<file path="src/rtl/core/apsp_pkg.sv">
// Types and constants shared by the shortest path engine modules
`timescale 1ns / 1ps
`default_nettype none

package apsp_pkg;

    localparam int DIST_W         = 32;
    localparam int OP_W           = 2;
    localparam int NODE_W         = 5;
    localparam int WEIGHT_W       = 16;
    localparam int NODE_COUNT_W   = 6;
    localparam int NODE_COUNT_RST = 32;
    localparam int WEIGHT_BITS    = 16;

    localparam logic [DIST_W-1:0]   UNREACHABLE = {DIST_W{1'b1}};
    localparam logic [WEIGHT_W-1:0] WEIGHT_MASK = (WEIGHT_BITS >= WEIGHT_W) ?
                                                  {WEIGHT_W{1'b1}} :
                                                  WEIGHT_W'((1 << WEIGHT_BITS) - 1);

    typedef enum logic [OP_W-1:0] {
        OP_CLEAR = 2'd0,
        OP_EDGE  = 2'd1,
        OP_RELAX = 2'd2,
        OP_QUERY = 2'd3
    } t_op;

    typedef enum logic [3:0] {
        ST_INIT,
        ST_IDLE,
        ST_CLEAR,
        ST_EDGE_RD,
        ST_EDGE_AB,
        ST_EDGE_BA,
        ST_QRY_RD,
        ST_FW_IK,
        ST_FW_RD,
        ST_FW_WR,
        ST_RESULT
    } t_state;

    // Commands from the controller to the datapath
    typedef struct packed {
        logic capture;
        logic sweep;
        logic edge_wr_ab;
        logic edge_wr_ba;
        logic fw_ik;
        logic fw_rd;
        logic fw_wr;
        logic result;
    } t_cmd;

    // Status from the datapath to the controller
    typedef struct packed {
        logic in_bad;
        logic sweep_last;
        logic j_last;
        logic fw_done;
        logic out_free;
    } t_sts;

endpackage

`default_nettype wire

</file>
<file path="src/rtl/core/apsp_ctrl.sv">
// Controller state machine of the shortest path engine
`timescale 1ns / 1ps
`default_nettype none

module apsp_ctrl
    import apsp_pkg::*;
(
    input  wire              i_clk,
    input  wire              i_rst_n,
    input  wire              i_in_valid,
    input  wire  [OP_W-1:0]  i_operation,
    input  t_sts             i_sts,
    output t_cmd             o_cmd,
    output logic             o_in_stall
);

    t_state r_state;
    t_state n_state;

    // State register, sweep the memory after reset
    always_ff @(posedge i_clk) begin
        if (!i_rst_n) begin
            r_state <= ST_INIT;
        end else begin
            r_state <= n_state;
        end
    end

    // Next state
    always_comb begin
        n_state = r_state;
        case (r_state)
            ST_INIT: begin
                if (i_sts.sweep_last) begin
                    n_state = ST_IDLE;
                end
            end
            ST_IDLE: begin
                if (i_in_valid) begin
                    if (i_sts.in_bad) begin
                        n_state = ST_RESULT;
                    end else begin
                        case (t_op'(i_operation))
                            OP_CLEAR: n_state = ST_CLEAR;
                            OP_EDGE:  n_state = ST_EDGE_RD;
                            OP_RELAX: n_state = ST_FW_IK;
                            OP_QUERY: n_state = ST_QRY_RD;
                            default:  n_state = ST_RESULT;
                        endcase
                    end
                end
            end
            ST_CLEAR: begin
                if (i_sts.sweep_last) begin
                    n_state = ST_RESULT;
                end
            end
            ST_EDGE_RD: n_state = ST_EDGE_AB;
            ST_EDGE_AB: n_state = ST_EDGE_BA;
            ST_EDGE_BA: n_state = ST_RESULT;
            ST_QRY_RD:  n_state = ST_RESULT;
            ST_FW_IK:   n_state = ST_FW_RD;
            ST_FW_RD:   n_state = ST_FW_WR;
            ST_FW_WR: begin
                if (i_sts.fw_done) begin
                    n_state = ST_RESULT;
                end else if (i_sts.j_last) begin
                    n_state = ST_FW_IK;
                end else begin
                    n_state = ST_FW_RD;
                end
            end
            ST_RESULT: begin
                if (i_sts.out_free) begin
                    n_state = ST_IDLE;
                end
            end
            default: n_state = ST_INIT;
        endcase
    end

    // Commands and input stall
    always_comb begin
        o_cmd      = '0;
        o_in_stall = 1'b1;
        case (r_state)
            ST_INIT: o_cmd.sweep = 1'b1;
            ST_IDLE: begin
                o_in_stall    = 1'b0;
                o_cmd.capture = i_in_valid;
            end
            ST_CLEAR:   o_cmd.sweep      = 1'b1;
            ST_EDGE_RD: o_cmd            = '0;
            ST_EDGE_AB: o_cmd.edge_wr_ab = 1'b1;
            ST_EDGE_BA: o_cmd.edge_wr_ba = 1'b1;
            ST_QRY_RD:  o_cmd            = '0;
            ST_FW_IK:   o_cmd.fw_ik      = 1'b1;
            ST_FW_RD:   o_cmd.fw_rd      = 1'b1;
            ST_FW_WR:   o_cmd.fw_wr      = 1'b1;
            ST_RESULT:  o_cmd.result     = i_sts.out_free;
            default:    o_cmd            = '0;
        endcase
    end

endmodule

`default_nettype wire

</file>
<file path="config.mk">
export PLATFORM = sky130hd
export DESIGN_NAME = apsp_ctrl
export DESIGN_NICKNAME = d
export VERILOG_FILES = /design/src/rtl/core/apsp_pkg.sv /design/src/rtl/core/apsp_ctrl.sv
export SDC_FILE = /design/constraint.sdc
export NUM_CORES = 1
export LEC_CHECK = 0
export BUFFER_PORTS_ARGS = -buffer_cell sky130_fd_sc_hd__buf_2
export CORE_AREA = 3 3 40 42
export CTS_BUF_LIST = sky130_fd_sc_hd__clkbuf_4 sky130_fd_sc_hd__clkbuf_8
export DETAILED_ROUTE_END_ITERATION = 8
export DIE_AREA = 0 0 43 45
export GPL_TIMING_DRIVEN = 0
export SYNTH_ARGS = -nofsm -noshare
export SYNTH_HDL_FRONTEND = slang
export SYNTH_SLANG_ARGS = --single-unit
</file>
<file path="constraint.sdc">
create_clock -name i_clk -period 1.6 [get_ports i_clk]
set_clock_uncertainty 0.15 [all_clocks]
set_input_delay 0.24 -clock i_clk [delete_from_list [all_inputs] [get_ports i_clk]]
set_output_delay 0.24 -clock i_clk [all_outputs]
set_load 0.05 [all_outputs]
</file>
==> Yosys cells after proc, flatten, opt, wreduce, memory -nomap -nowiden <==
Index checks and enable logic that the tools add are counted.
{ "op_classes": {"mux": 18, "n_eq_ne": 17, "reduce_logical": 5} }
{ "ops": {"columns": ["operator", "count"], "rows": [
  ["4-bit case mux with 10 select lines", 1],
  ["4-bit 2-to-1 mux", 7],
  ["4-bit by 3-bit == test with 1-bit output (second input constant)", 4],
  ["4-bit case mux with 4 select lines", 1],
  ["4-bit == test (second input constant)", 3],
  ["1-bit 2-to-1 mux", 9],
  ["4-bit by 2-bit == test with 1-bit output (second input constant)", 2],
  ["2-bit != test (second input constant)", 4],
  ["2-bit == test (second input constant)", 2],
  ["4-bit by 1-bit == test with 1-bit output (second input constant)", 1],
  ["4-bit logical NOT", 1],
  ["4-bit AND reduction", 1],
  ["2-bit OR reduction", 2],
  ["2-bit by 1-bit == test with 1-bit output (second input constant)", 1],
  ["2-bit logical NOT", 1]
]} }
{ "word_totals": {"input_bits": 10, "out_inout_bits": 9, "regBits": 4, "wordCells": 41} }

==> Longest topological paths before layout <==
Gate-level depths: netlist of run 1.
{ "logic_depth": {"depth_word": 5, "depth_mapped": 5, "depth_no_buf": 4} }

==> Worst setup path before layout of run 1 <==
No wires, ideal clock.
{ "synth_timing": {"kind": "reg2out", "startpoint": "register r_state[1]", "endpoint": "output port o_cmd[7] in the netlist's numbering", "path_stages_with_launch": 4, "n_path_buf": 1, "required_ns": 1.210, "t_arrival_ns": 1.771, "setup_slack_ns": -0.561, "path_cell_list": "dfxtp_1 -> buf_6 -> or4b_4 -> nor2_1"} }
{ "synth_rtl": {"columns": ["element", "line_no", "source"], "rows": [
  ["start, declared", "apsp_ctrl.sv:17", "t_state r_state;"],
  ["start signal, assigned", "apsp_ctrl.sv:25", "r_state <= n_state;"],
  ["end, declared", "apsp_ctrl.sv:13", "output t_cmd o_cmd,"]
]} }

==> impl_metrics.csv, run 1 <==
group,metric,value,unit
layout,reg_top3,"r_state (4)",
routing,num_vias,555,
grt,grt_pass1_vias,568,
routing,drt-initial-drc-count,26,
timing,fmaxAchievable,559.0,MHz
timing,finalCriticalPeriod,1.789,ns
placement,dp_hpwl,895.3,microns
yosys,synth_top_area_cell,"dfxtp_1",
layout,n_antenna_cell,0,
timing,worst_slack,-0.1891,ns
layout,drive_gt1_share,61.63,%
timing,drv_slew,0,
critical_path,cpMaxStageDelayCell,"or4b_4",
layout,largest_reg_flops,4,
critical_path,startpoint_type,"flip-flop",
critical_path,worstPathMaxFanout,3,
layout,n_fill_cell,114,
placement,io_buffers,18,
timing,timing.final.crit_share,111.8,%
floorplanning,initial_core_util,31.84,%
yosys,synth-main-ff-cell,"dfxtp_1",
critical_path,slowest_delay,0.57,ns
yosys,synthesis.area,409.1,sq um
layout,final_cell_area,780.7,sq um
power_and_ir_drop,cellPowerDensity,1641,nW/um^2
critical_path,critPathBufInv,1,
run_status,violations,"negative setup slack",
critical_path,reg2reg_from,"r_state[1]",
grt,grtUsageTotal,15.97,%
routing,wire_per_inst,13.50,microns
yosys,synth_area_leaders,"dfxtp_1, nor2_1, nor3_1",
yosys,synth_cell_types,32,
timing,final_hold_viol_count,0,
cts,ctsLongestPathBuffers,2,
floorplanning,io-pin-count,19,
grt,grt_pass1_wl,2325,microns
power_and_ir_drop,vdd_drop_max,0.0006559,V
floorplanning,die_height,45,microns
floorplanning,rows,13,
yosys,syn-instance-count,59,
cts,cts_htree_levels,1,
hold_path,worstHoldPathCells,2,
layout,area_growth,90.83,%
yosys,synth_edf_count,0,
layout,nNetsFinal,98,
timing,relSlewSlack,77.27,%
yosys,synth.avg_cell_area,6.935,sq um
routing,final_antenna_net_count,0,
yosys,syn-num-nets,69,
hold_path,hold_end,"r_state[0]",
yosys,ys_top_cells_by_count,"nor2_1, dfxtp_1, inv_1, nand2_1, nor3_1",
timing,setup-tns-final,-0.4157,ns
grt,overflow,0,
critical_path,crit_chain,"or4b_4 > nor2_4 > buf_8",
layout,top_register,"r_state",
hold_path,min_from,"i_in_valid",
floorplanning,die-area,1935,sq um
critical_path,worstPathRequired,1.21,ns
yosys,ys_seq_area_share,19.57,%
cts,clock-sinks,4,
power_and_ir_drop,power,1.281,mW
critical_path,r2r_cells,5,
yosys,synth.most_common_cell,"nor2_1",
routing,first_pass_iters,4,
critical_path,cp_top_family,"simple AND/OR/NAND/NOR gates",
placement,place_congestion,0.7888,
cts,numCtsBuffers,3,
grt,grt_max_degree,11,
critical_path,reg2reg_to,"r_state[0]",
timing,whs,0.1037,ns
floorplanning,die_x,43,microns
hold_path,hold_path_class,"input pin to flip-flop",
grt,antenna_found_initial,0,
timing,tightest_slew,0.3394,ns
routing,drc,0,
placement,placed_cell_area,548.0,sq um
yosys,async_flop_share,0,%
timing,finalSetupViolations,5,
critical_path,worst-path-stages,3,
yosys,yosysWarnings,0,
critical_path,critPathKind,"flip-flop to output port",
power_and_ir_drop,leakage,0.3207,nW
cts,clk_latency,0.23,ns
cts,cts_tree,"done",
floorplanning,core,1285,sq um
critical_path,cp_data_arrival_time,1.40,ns
flow_run,drv_cap,0,
timing,grt_setup_unrepaired,"yes",
yosys,synth_seq_cells,4,
cts,root_buffer,"clkbuf_4",
run_status,outcome,"finished, violations left",
critical_path,cp-end-kind,"output port",
cts,path_clk_slew,0.04,ns
routing,vias_per_cell,5.495,
critical_path,regToRegSetupSlack,0.01,ns
yosys,synth_top_area_share,19.57,%
routing,totalWireLength,1363,microns
## power by group
| part | switching, mW | internal, mW | total [mW] |
|---|---|---|---|
| sequential | 0.0262 | 0.135 | 0.161 |
| combinational | 0.549 | 0.449 | 0.998 |
| clock | 0.0388 | 0.0837 | 0.123 |
| total | 0.614 | 0.667 | 1.28 |
## through the flow
| stage | util (%) | worst slack, ns | cells |
|---|---|---|---|
| detailed placement | 42.65 | -0.2111 | 92 |
| finish | 60.76 | -0.1891 | 101 |
| global route | 60.76 | -0.2467 | 101 |
| global placement | 42.65 | -0.2119 | 92 |
| floorplan | - | -0.2016 | 59 |
| CTS | 55.50 | -0.2193 | 101 |
## timing repair
action                     4_1_cts  5_1_grt
resized for setup               31       17
pin swaps                        3        4
hold buffers                     0        0
setup endpoints to repair       11       12
buffers inserted                 6        2
## kinds of logic (layout without fill, tap and decap cells)
family,after synthesis,count (layout),share of synthesized area (%)
xor+xnor,1,1,2.141
simple gates,29,29,39.76
buf+inv,10,37,11.31
compound gates,14,14,24.77
mux,1,1,2.447
flops,4,4,19.57
## final cells by class
cell class,count,area [sq um],area share [%]
inverter,6,27.53,3.526
tap,15,18.77,2.404
sequential,4,83.83,10.74
timing repair buffer,25,216.5,27.72
buffer,3,37.54,4.808
multi-input combinational,45,374.1,47.92
clock buffer,3,22.52,2.885
## worst register-to-register path, delay by kind of cell (launching register included)
family,cells,cell delay (ns)
and+or+nand+nor,3,0.78
DFF,1,0.31
buffers and inverters,1,0.17
AOI/OAI and AO/OA,1,0.09
## worst max path at each step
stage | from | endpoint
finish | r_state[1] | o_cmd[7]
global route | r_state[1] | o_cmd[7]
CTS | r_state[1] | o_cmd[7]
detailed placement | r_state[3] | o_cmd[0]
global placement | r_state[3] | o_cmd[0]
floorplan | r_state[3] | o_cmd[5]
## per-layer routing
metal | vias up | routed length [microns] | GRT usage, %
met1 | 255 | 551 | 18.03
li1 | 268 | - | -
met5 | - | 0 | 0
met2 | 30 | 687 | 27.54
met4 | 0 | 21 | 6.024
met3 | 2 | 102 | 5.976
## cell usage in the layout (no fill, tap or decap), types with 2 or more instances in the layout
cell type / instances
buf_2: 10
o21ai_1: 2
inv_1: 4
buf_6: 7
o21ai_0: 3
nor2_4: 4
nor3_2: 2
buf_4: 6
dfxtp_2: 3
clkbuf_4: 3
a32oi_1: 2
buf_8: 4
nor3_4: 2
nand2_1: 3
nand2b_4: 2
nor2_1: 4
Power figures use the tool's default switching activity.
==> run 2, diff against run 1 <==
- CELL_PAD_IN_SITES_DETAIL_PLACEMENT: unset -> 1
- CELL_PAD_IN_SITES_GLOBAL_PLACEMENT: unset -> 2
- CORE_AREA: 3 3 40 42 -> unset
- CORE_ASPECT_RATIO: unset -> 1.25
- CORE_MARGIN: unset -> 3
- CORE_UTILIZATION: unset -> 21
- DIE_AREA: 0 0 43 45 -> unset
- PLACE_DENSITY_LB_ADDON: unset -> 0.1
==> impl_metrics.csv, run 2 (synthesis gave the netlist of run 1 again) <==
group,metric,value,unit
layout,area_growth,103.4,%
cts,clock-sinks,4,
layout,top_register,"r_state",
timing,grt_setup_unrepaired,"yes",
grt,grt_pass1_wl,2753,microns
critical_path,reg2reg_from,"r_state[1]",
layout,largest_reg_flops,4,
layout,reg_top3,"r_state (4)",
placement,io_buffers,18,
layout,n_antenna_cell,0,
routing,totalWireLength,1636,microns
floorplanning,core,1808,sq um
run_status,violations,"negative setup slack",
timing,tightest_slew,0.2682,ns
cts,root_buffer,"clkbuf_4",
routing,vias_per_cell,5.153,
grt,grt_max_degree,11,
grt,antenna_found_initial,0,
layout,n_fill_cell,220,
layout,final_cell_mix,"buf_4, buf_2, buf_6",
floorplanning,io-pin-count,19,
floorplanning,die_height,55.35,microns
routing,drt-initial-drc-count,1,
routing,final_antenna_net_count,0,
critical_path,r2r_cells,5,
power_and_ir_drop,vdd_drop_max,0.0008999,V
hold_path,hold_end,"r_state[0]",
critical_path,reg2reg_to,"r_state[0]",
power_and_ir_drop,leakage,0.3503,nW
timing,worst_slack,-0.2088,ns
cts,clk_latency,0.24,ns
hold_path,hold_path_class,"input pin to flip-flop",
cts,cts_tree,"done",
layout,drive_gt1_share,65.22,%
grt,grt_pass1_vias,598,
grt,overflow,0,
cts,path_clk_slew,0.04,ns
timing,setup-tns-final,-0.4969,ns
timing,timing.final.crit_share,113.0,%
power_and_ir_drop,cellPowerDensity,1619,nW/um^2
placement,dp_hpwl,1104,microns
timing,drv_slew,0,
timing,final_hold_viol_count,0,
timing,relSlewSlack,81.99,%
timing,finalCriticalPeriod,1.809,ns
critical_path,cp-end-kind,"output port",
layout,final_cell_area,832.0,sq um
routing,wire_per_inst,14.74,microns
critical_path,cp_data_arrival_time,1.42,ns
hold_path,worstHoldPathCells,2,
critical_path,critPathKind,"flip-flop to output port",
layout,final_common_cell,"buf_4",
layout,nNetsFinal,104,
placement,place_congestion,0.7090,
timing,fmaxAchievable,552.9,MHz
routing,drc,0,
cts,numCtsBuffers,3,
critical_path,startpoint_type,"flip-flop",
flow_run,drv_cap,0,
floorplanning,rows,17,
run_status,outcome,"finished, violations left",
layout,final_util,46.02,%
routing,num_vias,572,
grt,grtUsageTotal,15.37,%
cts,ctsLongestPathBuffers,2,
critical_path,worstPathRequired,1.21,ns
floorplanning,die_x,45.48,microns
critical_path,worstPathMaxFanout,3,
floorplanning,initial_core_util,22.63,%
cts,cts_htree_levels,1,
timing,whs,0.1015,ns
floorplanning,die-area,2517,sq um
routing,first_pass_iters,2,
timing,finalSetupViolations,8,
placement,placed_cell_area,553.0,sq um
hold_path,min_from,"i_in_valid",
critical_path,regToRegSetupSlack,-0.02,ns
-- run 2: timing repair --
item,in CTS,in global routing
setup buffers,8,5
gates resized for setup,35,14
setup endpoints to repair,13,13
hold buffers,0,0
pin swaps,3,3
-- run 2: critical path: stages (launching register included) --
cell and delay [ns]:
dfxtp_2 0.32, or4b_4 0.57, nor2_4 0.14, buf_8 0.15
-- run 2: final cells by class --
cell class	count	area, sq um	share of cell area, %
multi-input combinational	45	391.6	47.07
buffer	3	37.54	4.511
timing repair buffer	31	245.2	29.47
sequential	4	83.83	10.08
inverter	6	27.53	3.308
clock buffer	3	22.52	2.707
tap	19	23.77	2.857
-- run 2: per-stage QoR --
step	cells	total power, mW	setup slack (ns)
2_1_floorplan	59	0.6845	-0.2016
6_report	111	1.347	-0.2088
4_1_cts	107	1.244	-0.2271
5_1_grt	111	1.453	-0.2555
3_5_place_dp	96	0.8363	-0.2409
3_3_place_gp	96	0.8323	-0.2989
-- run 2: routing by layer --
layer	track usage, %	wire length [microns]	up-vias
li1	-	-	281
met1	16.73	613	270
met2	25.95	902	17
met3	4.886	87	4
met4	6.276	33	0
met5	0	0	-
-- run 2: worst max path at each step --
| stage | to | slack [ns] | from | cells past startpoint |
|---|---|---|---|---|
| floorplan | o_cmd[5] | -0.20 | r_state[3] | 3 |
| global placement | o_cmd[0] | -0.30 | r_state[3] | 5 |
| detailed placement | o_cmd[0] | -0.24 | r_state[3] | 5 |
| CTS | o_cmd[7] | -0.23 | r_state[1] | 4 |
| global route | o_cmd[7] | -0.26 | r_state[1] | 3 |
| finish | o_cmd[7] | -0.21 | r_state[1] | 3 |
-- run 2: report_power, final --
part | switching [mW] | leakage [nW] | total [mW] | internal [mW]
logic | 0.577 | 0.302 | 1.06 | 0.479
clock network | 0.0440 | 0.0138 | 0.128 | 0.0840
registers | 0.0282 | 0.0341 | 0.163 | 0.135
total | 0.650 | 0.350 | 1.35 | 0.698
==> run 3, diff against run 2 <==
- MAX_ROUTING_LAYER: unset -> met4
==> impl_metrics.csv, run 3 (synthesis gave the netlist of run 1 again) <==
group,metric,value,unit
layout,n_fill_cell,220,
layout,drive_gt1_share,65.22,%
routing,drc,0,
power_and_ir_drop,p_int,0.6978,mW
cts,path_clk_slew,0.04,ns
run_status,outcome,"finished, violations left",
timing,final_hold_viol_count,0,
power_and_ir_drop,power,1.347,mW
power_and_ir_drop,leakage,0.3503,nW
layout,top_register,"r_state",
placement,placed_cell_area,553.0,sq um
routing,num_vias,572,
layout,reg_top3,"r_state (4)",
power_and_ir_drop,seq_power_share,12.1,%
floorplanning,core,1808,sq um
cts,cts_htree_levels,1,
grt,grt_pass1_vias,596,
routing,wire_per_inst,14.74,microns
critical_path,worstPathRequired,1.21,ns
layout,largest_reg_flops,4,
critical_path,critPathBufInv,1,
critical_path,cp-end-kind,"output port",
critical_path,cpMaxStageDelayCell,"or4b_4",
timing,fmaxAchievable,552.9,MHz
floorplanning,io-pin-count,19,
critical_path,cp_data_arrival_time,1.42,ns
grt,antenna_found_initial,0,
grt,grtUsageTotal,15.76,%
layout,final_cell_area,832.0,sq um
timing,worst_slack,-0.2088,ns
critical_path,worstPathMaxFanout,3,
layout,final_common_cell,"buf_4",
timing,relSlewSlack,81.99,%
routing,vias_per_cell,5.153,
critical_path,slowest_delay,0.57,ns
placement,dp_hpwl,1104,microns
power_and_ir_drop,p_comb_share,78.4,%
timing,timing.final.crit_share,113.0,%
cts,clk_latency,0.24,ns
grt,grt_max_degree,11,
layout,final_cell_mix,"buf_4, buf_2, buf_6",
placement,place_congestion,0.7170,
floorplanning,initial_core_util,22.63,%
critical_path,critPathKind,"flip-flop to output port",
timing,finalCriticalPeriod,1.809,ns
cts,numCtsBuffers,3,
cts,clock-sinks,4,
placement,io_buffers,18,
floorplanning,die-area,2517,sq um
power_and_ir_drop,switchingPower,0.6497,mW
layout,nNetsFinal,104,
grt,overflow,0,
critical_path,cp_top_family,"simple AND/OR/NAND/NOR gates",
floorplanning,die_height,55.35,microns
power_and_ir_drop,cellPowerDensity,1619,nW/um^2
run_status,violations,"negative setup slack",
hold_path,hold_path_class,"input pin to flip-flop",
power_and_ir_drop,p_sw_share,48.21,%
cts,cts_hold_buf,0,
power_and_ir_drop,power_frac_clock,9.5,%
layout,area_growth,103.4,%
power_and_ir_drop,vdd_drop_max,0.0008999,V
routing,drt-initial-drc-count,1,
flow_run,drv_cap,0,
timing,tightest_slew,0.2682,ns
grt,grt_pass1_wl,2753,microns
cts,root_buffer,"clkbuf_4",
floorplanning,die_x,45.48,microns
timing,grt_setup_unrepaired,"yes",
cts,ctsLongestPathBuffers,2,
routing,totalWireLength,1636,microns
timing,drv_slew,0,
routing,final_antenna_net_count,0,
critical_path,crit_chain,"or4b_4 > nor2_4 > buf_8",
routing,first_pass_iters,2,
layout,n_antenna_cell,0,
floorplanning,rows,17,
critical_path,startpoint_type,"flip-flop",
timing,finalSetupViolations,8,
cts,cts_tree,"done",
## run 3: cell counts in the layout (fill, tap and decap cells not counted)
No cell type changed its count.
## run 3: worst register-to-register path: stages, from the launching register on
cell and delay, ns:
dfxtp_2 0.32, or4b_4 0.57, buf_4 0.18, nor3_4 0.15
nor3_1 0.07, o32ai_2 0.09
## run 3: final timing paths
path,start,end,slack [ns],depth (start not counted)
worst max register to register,r_state[1],r_state[0],-0.02,5
worst min-delay path,i_in_valid,r_state[0],0.10,2
worst min register to register,r_state[0],r_state[2],0.59,3
worst max-delay path,r_state[1],o_cmd[7],-0.21,3
## run 3: repair_timing
item / CTS / global route
pin swaps: 3 / 3
buffers inserted: 8 / 5
gates resized for setup: 35 / 14
setup endpoints to repair: 13 / 13
## run 3: final cells by class
cell class | instances | area [sq um] | share of cell area, %
Multi-Input combinational cell | 45 | 391.6 | 47.07
Timing Repair Buffer | 31 | 245.2 | 29.47
Sequential cell | 4 | 83.83 | 10.08
Buffer | 3 | 37.54 | 4.511
Inverter | 6 | 27.53 | 3.308
Tap cell | 19 | 23.77 | 2.857
Clock buffer | 3 | 22.52 | 2.707
## run 3: metrics by stage
step | hold slack (ns) | setup slack (ns) | cells | TNS (ns) | util (%)
2_1_floorplan | 0.2046 | -0.2016 | 59 | -0.8900 | -
3_3_place_gp | 0.3652 | -0.2989 | 96 | -0.9047 | 30.59
3_5_place_dp | 0.3578 | -0.2409 | 96 | -0.6819 | 30.59
4_1_cts | 0.1095 | -0.2271 | 107 | -0.7840 | 41.73
5_1_grt | 0.1096 | -0.2555 | 111 | -1.081 | 46.02
6_report | 0.1015 | -0.2088 | 111 | -0.4969 | 46.02
## run 3: power by group through the flow
stage	registers (mW)	clock network, mW	logic [mW]
floorplan	0.144	0	0.540
global placement	0.148	0	0.684
detailed placement	0.150	0	0.687
CTS	0.155	0.130	0.960
global route	0.169	0.139	1.14
finish	0.163	0.128	1.06
## run 3: routing by layer
metal  vias to the layer above  share of wire (%)  GRT usage, %
met1                       270                 37         16.73
met4                         0                2.0         6.276
met2                        17                 55         25.95
met5                         -                  0             -
met3                         4                5.3         4.886
li1                        281                  -             -
